## config.mk

```make
export PLATFORM = sky130hd
export DESIGN_NAME = box_ds_ctrl
export DESIGN_NICKNAME = d
export VERILOG_FILES = /design/src/rtl/box_ds_pkg.sv /design/src/rtl/box_ds_ctrl.sv
export SDC_FILE = /design/constraint.sdc
export NUM_CORES = 1
export LEC_CHECK = 0
export BUFFER_PORTS_ARGS = -buffer_cell sky130_fd_sc_hd__buf_2
export CORE_MARGIN = 4
export CORE_UTILIZATION = 45
export DETAILED_ROUTE_END_ITERATION = 10
export GPL_ROUTABILITY_DRIVEN = 1
export PLACE_DENSITY_LB_ADDON = 0.05
export SLEW_MARGIN = 10
export SYNTH_ARGS = -nofsm -noshare
export SYNTH_HDL_FRONTEND = slang
export SYNTH_SLANG_ARGS = --single-unit
```

## constraint.sdc

```tcl
create_clock -name clk_i -period 3.95 [get_ports clk_i]
set_input_delay 0.395 -clock clk_i [delete_from_list [all_inputs] [get_ports clk_i]]
set_output_delay 0.395 -clock clk_i [all_outputs]
set_load 0.02 [all_outputs]
```

## src/rtl/box_ds_pkg.sv

```systemverilog
// Package with constants, payload types and control structs of the 2x2 box downscaler.
package box_ds_pkg;

  localparam int MAX_WIDTH  = 4096;
  localparam int MAX_HEIGHT = 4096;
  localparam int LINE_DEPTH = (MAX_WIDTH + 1) / 2;

  localparam int CFG_W  = 13;
  localparam int COL_W  = $clog2(MAX_WIDTH);
  localparam int ROW_W  = $clog2(MAX_HEIGHT);
  localparam int IDX_W  = $clog2(LINE_DEPTH);
  localparam int WID_W  = COL_W + 1;
  localparam int HGT_W  = ROW_W + 1;
  localparam int CH_W   = 8;
  localparam int CFG_IDX_W = 1;

  localparam logic [CFG_IDX_W-1:0] REG_IMAGE_WIDTH  = 1'd0;
  localparam logic [CFG_IDX_W-1:0] REG_IMAGE_HEIGHT = 1'd1;

  localparam logic [CFG_W-1:0] WIDTH_RESET  = 13'd640;
  localparam logic [CFG_W-1:0] HEIGHT_RESET = 13'd480;

  typedef struct packed {
    logic [CH_W-1:0] red_in;
    logic [CH_W-1:0] green_in;
    logic [CH_W-1:0] blue_in;
  } in_item_t;

  typedef struct packed {
    logic [CH_W-1:0] red_out;
    logic [CH_W-1:0] green_out;
    logic [CH_W-1:0] blue_out;
    logic            row_end;
    logic            frame_end;
  } out_item_t;

  typedef struct packed {
    logic             hold;
    logic             wr;
    logic             rd;
    logic [IDX_W-1:0] idx;
  } lane_ctl_t;

  typedef struct packed {
    logic valid;
    logic row_end;
    logic frame_end;
  } stage_t;

endpackage

```

## src/rtl/box_ds_ctrl.sv

```systemverilog
// Size registers, raster counters and lane control for the 2x2 box downscaler.
module box_ds_ctrl (
  input  logic                             clk_i,
  input  logic                             rst_ni,
  input  logic                             cfg_we_i,
  input  logic [box_ds_pkg::CFG_IDX_W-1:0] cfg_idx_i,
  input  logic [box_ds_pkg::CFG_W-1:0]     cfg_data_i,
  input  logic                             acc_i,
  input  logic                             adv_i,
  output box_ds_pkg::lane_ctl_t            lane_ctl_o,
  output box_ds_pkg::stage_t               stage_o
);
  import box_ds_pkg::*;

  logic [CFG_W-1:0] width_cfg_q, height_cfg_q;
  logic [WID_W-1:0] w;
  logic [HGT_W-1:0] h;
  logic [COL_W-1:0] col_q, col_d;
  logic [ROW_W-1:0] row_q, row_d;
  logic             emit;
  logic             rend, fend;
  logic [COL_W-1:0] idx_next;
  logic [ROW_W-1:0] rpair_next;
  stage_t           stage_q, stage_d;

  always_ff @(posedge clk_i or negedge rst_ni) begin
    if (!rst_ni) begin
      width_cfg_q  <= WIDTH_RESET;
      height_cfg_q <= HEIGHT_RESET;
    end else if (cfg_we_i) begin
      unique case (cfg_idx_i)
        REG_IMAGE_WIDTH:  width_cfg_q  <= cfg_data_i;
        REG_IMAGE_HEIGHT: height_cfg_q <= cfg_data_i;
        default: ;
      endcase
    end
  end

  always_comb begin
    if (width_cfg_q == '0) begin
      w = WID_W'(1);
    end else if (int'(width_cfg_q) > MAX_WIDTH) begin
      w = WID_W'(MAX_WIDTH);
    end else begin
      w = WID_W'(width_cfg_q);
    end
    if (height_cfg_q == '0) begin
      h = HGT_W'(1);
    end else if (int'(height_cfg_q) > MAX_HEIGHT) begin
      h = HGT_W'(MAX_HEIGHT);
    end else begin
      h = HGT_W'(height_cfg_q);
    end
  end

  always_comb begin
    col_d = col_q;
    row_d = row_q;
    if (acc_i) begin
      if ({1'b0, col_q} + WID_W'(1) >= w) begin
        col_d = '0;
        if ({1'b0, row_q} + HGT_W'(1) >= h) begin
          row_d = '0;
        end else begin
          row_d = row_q + ROW_W'(1);
        end
      end else begin
        col_d = col_q + COL_W'(1);
      end
    end
  end

  always_ff @(posedge clk_i or negedge rst_ni) begin
    if (!rst_ni) begin
      col_q <= '0;
      row_q <= '0;
    end else begin
      col_q <= col_d;
      row_q <= row_d;
    end
  end

  assign idx_next   = {1'b0, col_q[COL_W-1:1]} + COL_W'(1);
  assign rpair_next = {1'b0, row_q[ROW_W-1:1]} + ROW_W'(1);
  assign rend       = (idx_next == w[WID_W-1:1]);
  assign fend       = rend && (rpair_next == h[HGT_W-1:1]);
  assign emit       = col_q[0] && row_q[0];

  assign lane_ctl_o.hold = acc_i && !col_q[0];
  assign lane_ctl_o.wr   = acc_i && col_q[0] && !row_q[0];
  assign lane_ctl_o.rd   = acc_i && emit;
  assign lane_ctl_o.idx  = col_q[COL_W-1:1];

  always_comb begin
    stage_d = stage_q;
    if (adv_i) begin
      stage_d.valid     = acc_i && emit;
      stage_d.row_end   = rend;
      stage_d.frame_end = fend;
    end
  end

  always_ff @(posedge clk_i or negedge rst_ni) begin
    if (!rst_ni) begin
      stage_q <= '0;
    end else begin
      stage_q <= stage_d;
    end
  end

  assign stage_o = stage_q;

  a_emit_on_odd: assert property (@(posedge clk_i) disable iff (!rst_ni)
    $rose(stage_q.valid) |-> $past(col_q[0]) && $past(row_q[0]))
    else $error("stage loaded from an even row or column");

  a_write_read_excl: assert property (@(posedge clk_i) disable iff (!rst_ni)
    !(lane_ctl_o.wr && lane_ctl_o.rd))
    else $error("line store written and read in the same cycle");

  a_frame_row: assert property (@(posedge clk_i) disable iff (!rst_ni)
    stage_q.valid && stage_q.frame_end |-> stage_q.row_end)
    else $error("frame end without row end");

endmodule

```

==> qor.yml <==
fill_cells: 830
ys_seq_area_share_pct: 32.8
rows: 34
relSlewSlack_pct: 53.9
tritoncts: "yes"
r2r_slack_ns: 0.41
dpl.hpwl_mm: 7.72
hold_viol: 0
num_antenna_cells: 0
start_kind: "flop"
pwr-share-clk_pct: 15.4
cp-startpoint: "col_q[1]"
intPower_uw: 1450
grt_first_pass_wirelength_mm: 16.8
grt_pass1_vias: 3162
dieHeight_um: 103
area_delta_synth_final_pct: 6.81
gp_congestion: 0.922
cts_root_buffer: "clkbuf_8"
finalSetupTns_ns: 0
p_switching_uw: 1150
setup_viol: 0
path_class: "flop to flop"
worst_skew_pair.late_latency_ns: 0.32
ctsResizeCount: 0
post_synth_fa_ha_maj_area_fraction_pct: 9.49
core_area_um2: 8760
yosysUniqueCellTypes: 55
synth_nets: 506
dieArea_um2: 10600
drc: 0
slew_violations: 0
rsz0062_at_grt: "no"
comb_power_share_pct: 47.7
fmax_mhz: 283
p_total_uw: 2610
cpPeakStageDelay_ns: 0.54
path_cells: "ha_1, nand3_1, or3_1, xnor2_1, ha_1, a21o_1, a21oi_1, a21bo_2, a31o_2, nand2b_1, o22ai_1"
timing.final.crit_share_pct: 89.5
postSynth.asyncResetShare_pct: 100
synth_mux_area_share_pct: 7.42
clk_path_buf_depth: 2
drtAntennaViolNets: 0
port_buffers: 35
antenna_found_initial: 0
totalWireLength_mm: 10.2
cts_made_buffers: 5
drtPass1Iterations: 4
status: "completed"
p_per_area_nw_per_um2: 601
fin_worst_skew_ns: 0.0144
vias: 3269
synth-compound-area-share_pct: 13.5
htreeDepth: 2
synth_xor_area_share_pct: 10.4
yosys.area_share.simple_pct: 19.4
grt_use_total_pct: 20.2
pwr-share-seq_pct: 36.9
arrival_ns: 3.72
synth_warnings: 0
utilization_pct: 49.5
drt_iter0_drc: 100
crit_path_frequent_cell: "ha_1"
avgSynthCellArea_um2: 8.89
sw_frac_of_total_pct: 44.2
grt_max_degree: 54
crit_slowest_cell: "dfrtp_1"
start_util_pct: 46.4
cp.depth: 11
die_x_um: 103
cts_setup_buffers: 0
synth-edff-count: 0
hold_path_class: "input port to asynchronous set/reset pin"
ys_ff_latch: 53
synthCells: 457
viasPerCell: 5.66
crit_buf_inv: 0
cts_sinks: 53
fin_area_um2: 4340
cpLargestDelayFamily: "simple AND/OR/NAND/NOR gates"
cts_hold_buf: 0
required_ns: 4.14
grt_overflow: 0
wl_per_cell_um: 17.6
setup.worst_path.end_class: "flop"
drv_cap: 0
postPlaceCellArea_um2: 4220
r2r_cells: 11
synth_top_family_by_area: "simple AND/OR/NAND/NOR gates"
clkTransAtPathRegs_ns: 0.11
worstReg2RegStart: "col_q[1]"
critical_path.max_fanout: 8
syn_area_um2: 4060
peakVddDrop_mv: 0.212
ios: 36
power_leakage_uw: 0.00186
yosys_most_used_dff: "dfrtp_1"
tightestPinTransition_ns: 0.691
drive_gt1_share_pct: 19.1
finalNetCount: 518
min_period_ns: 3.54
worst paths after layout:
kind                                   end
hold reg to reg                 stage_o[2]
hold / removal                    row_q[7]
min in group clk_i          width_cfg_q[0]
max in group asynchronous  width_cfg_q[12]
setup / recovery                  row_q[2]
setup reg to reg                  row_q[2]
final cells by class:
cell class	count	area (um^2)	share of cell area, %
clock buffers	6	82.6	1.90
clock inverters	2	37.5	0.865
inverters	26	97.6	2.25
multi-input cells	344	2450	56.4
flip-flops and latches	53	1330	30.7
well taps	108	135	3.11
repair buffers	39	205	4.73
registers in the layout (all words and copies together), names as in the netlist:
| signal | count |
|---|---|
| height_cfg_q | 13 |
| stage_o | 3 |
| row_q | 12 |
| col_q | 12 |
| width_cfg_q | 13 |
metal layers:
| metal | part of all wire (%) | GRT usage [%] | up-vias |
|---|---|---|---|
| met5 | 0 | 0 | - |
| met4 | 1.1 | 4.18 | 0 |
| met3 | 6.0 | 2.84 | 10 |
| met2 | 42 | 29.4 | 100 |
| met1 | 50 | 31.6 | 1534 |
| li1 | - | - | 1625 |
layout by cell type (no fill, tap or decap), types with 16 or more instances in the layout:
cell type,n
dfrtp_1,47
a21oi_1,17
nand3_1,16
o22ai_1,16
nor2_1,18
mux2_2,25
inv_1,25
buf_2,35
o21ai_0,16
xnor2_1,37
nand2_1,63
ha_1,30
power groups by stage:
stage | logic, uW | registers (uW) | clock network (uW)
2_1_floorplan | 1100 | 817 | 0
3_3_place_gp | 1220 | 965 | 0
3_5_place_dp | 1240 | 967 | 0
4_1_cts | 1240 | 958 | 415
5_1_grt | 1390 | 993 | 440
6_report | 1240 | 963 | 401
cell families (layout without fill, tap and decap cells):
kind of cell / count (synthesis) / in the layout
xor+xnor: 46 / 46
flops: 53 / 53
compound gates: 83 / 83
simple gates: 157 / 157
buf+inv: 60 / 73
mux: 27 / 27
fa+ha+maj: 31 / 31
cell usage after synthesis (5+ instances only):
master	number	share of area, %
nand2_1	63	5.8
nor2_1	18	1.7
mux2_2	25	6.9
buf_2	9	1.1
a21oi_1	17	2.1
inv_1	25	2.3
nor3_1	13	1.6
clkbuf_1	12	1.1
xor2_1	7	1.5
nand3_1	16	2.0
nand2b_1	8	1.2
nand4_1	11	1.7
nor2b_1	5	0.77
o21ai_0	16	2.0
dfrtp_1	47	29
nor4_1	6	0.92
ha_1	30	9.2
dfstp_2	6	3.9
a21o_1	6	1.1
buf_4	12	2.2
xnor2_1	37	8.0
o22ai_1	16	2.5
stage by stage:
| step | setup WS (ns) | std cells | hold slack [ns] |
|---|---|---|---|
| global route | 0.244 | 578 | 0.248 |
| detailed placement | 0.515 | 570 | 0.508 |
| floorplan | 0.892 | 457 | 0.0994 |
| CTS | 0.483 | 578 | 0.215 |
| global placement | 0.498 | 570 | 0.490 |
| finish | 0.414 | 578 | 0.199 |
(Power assumes the default switching activity.)
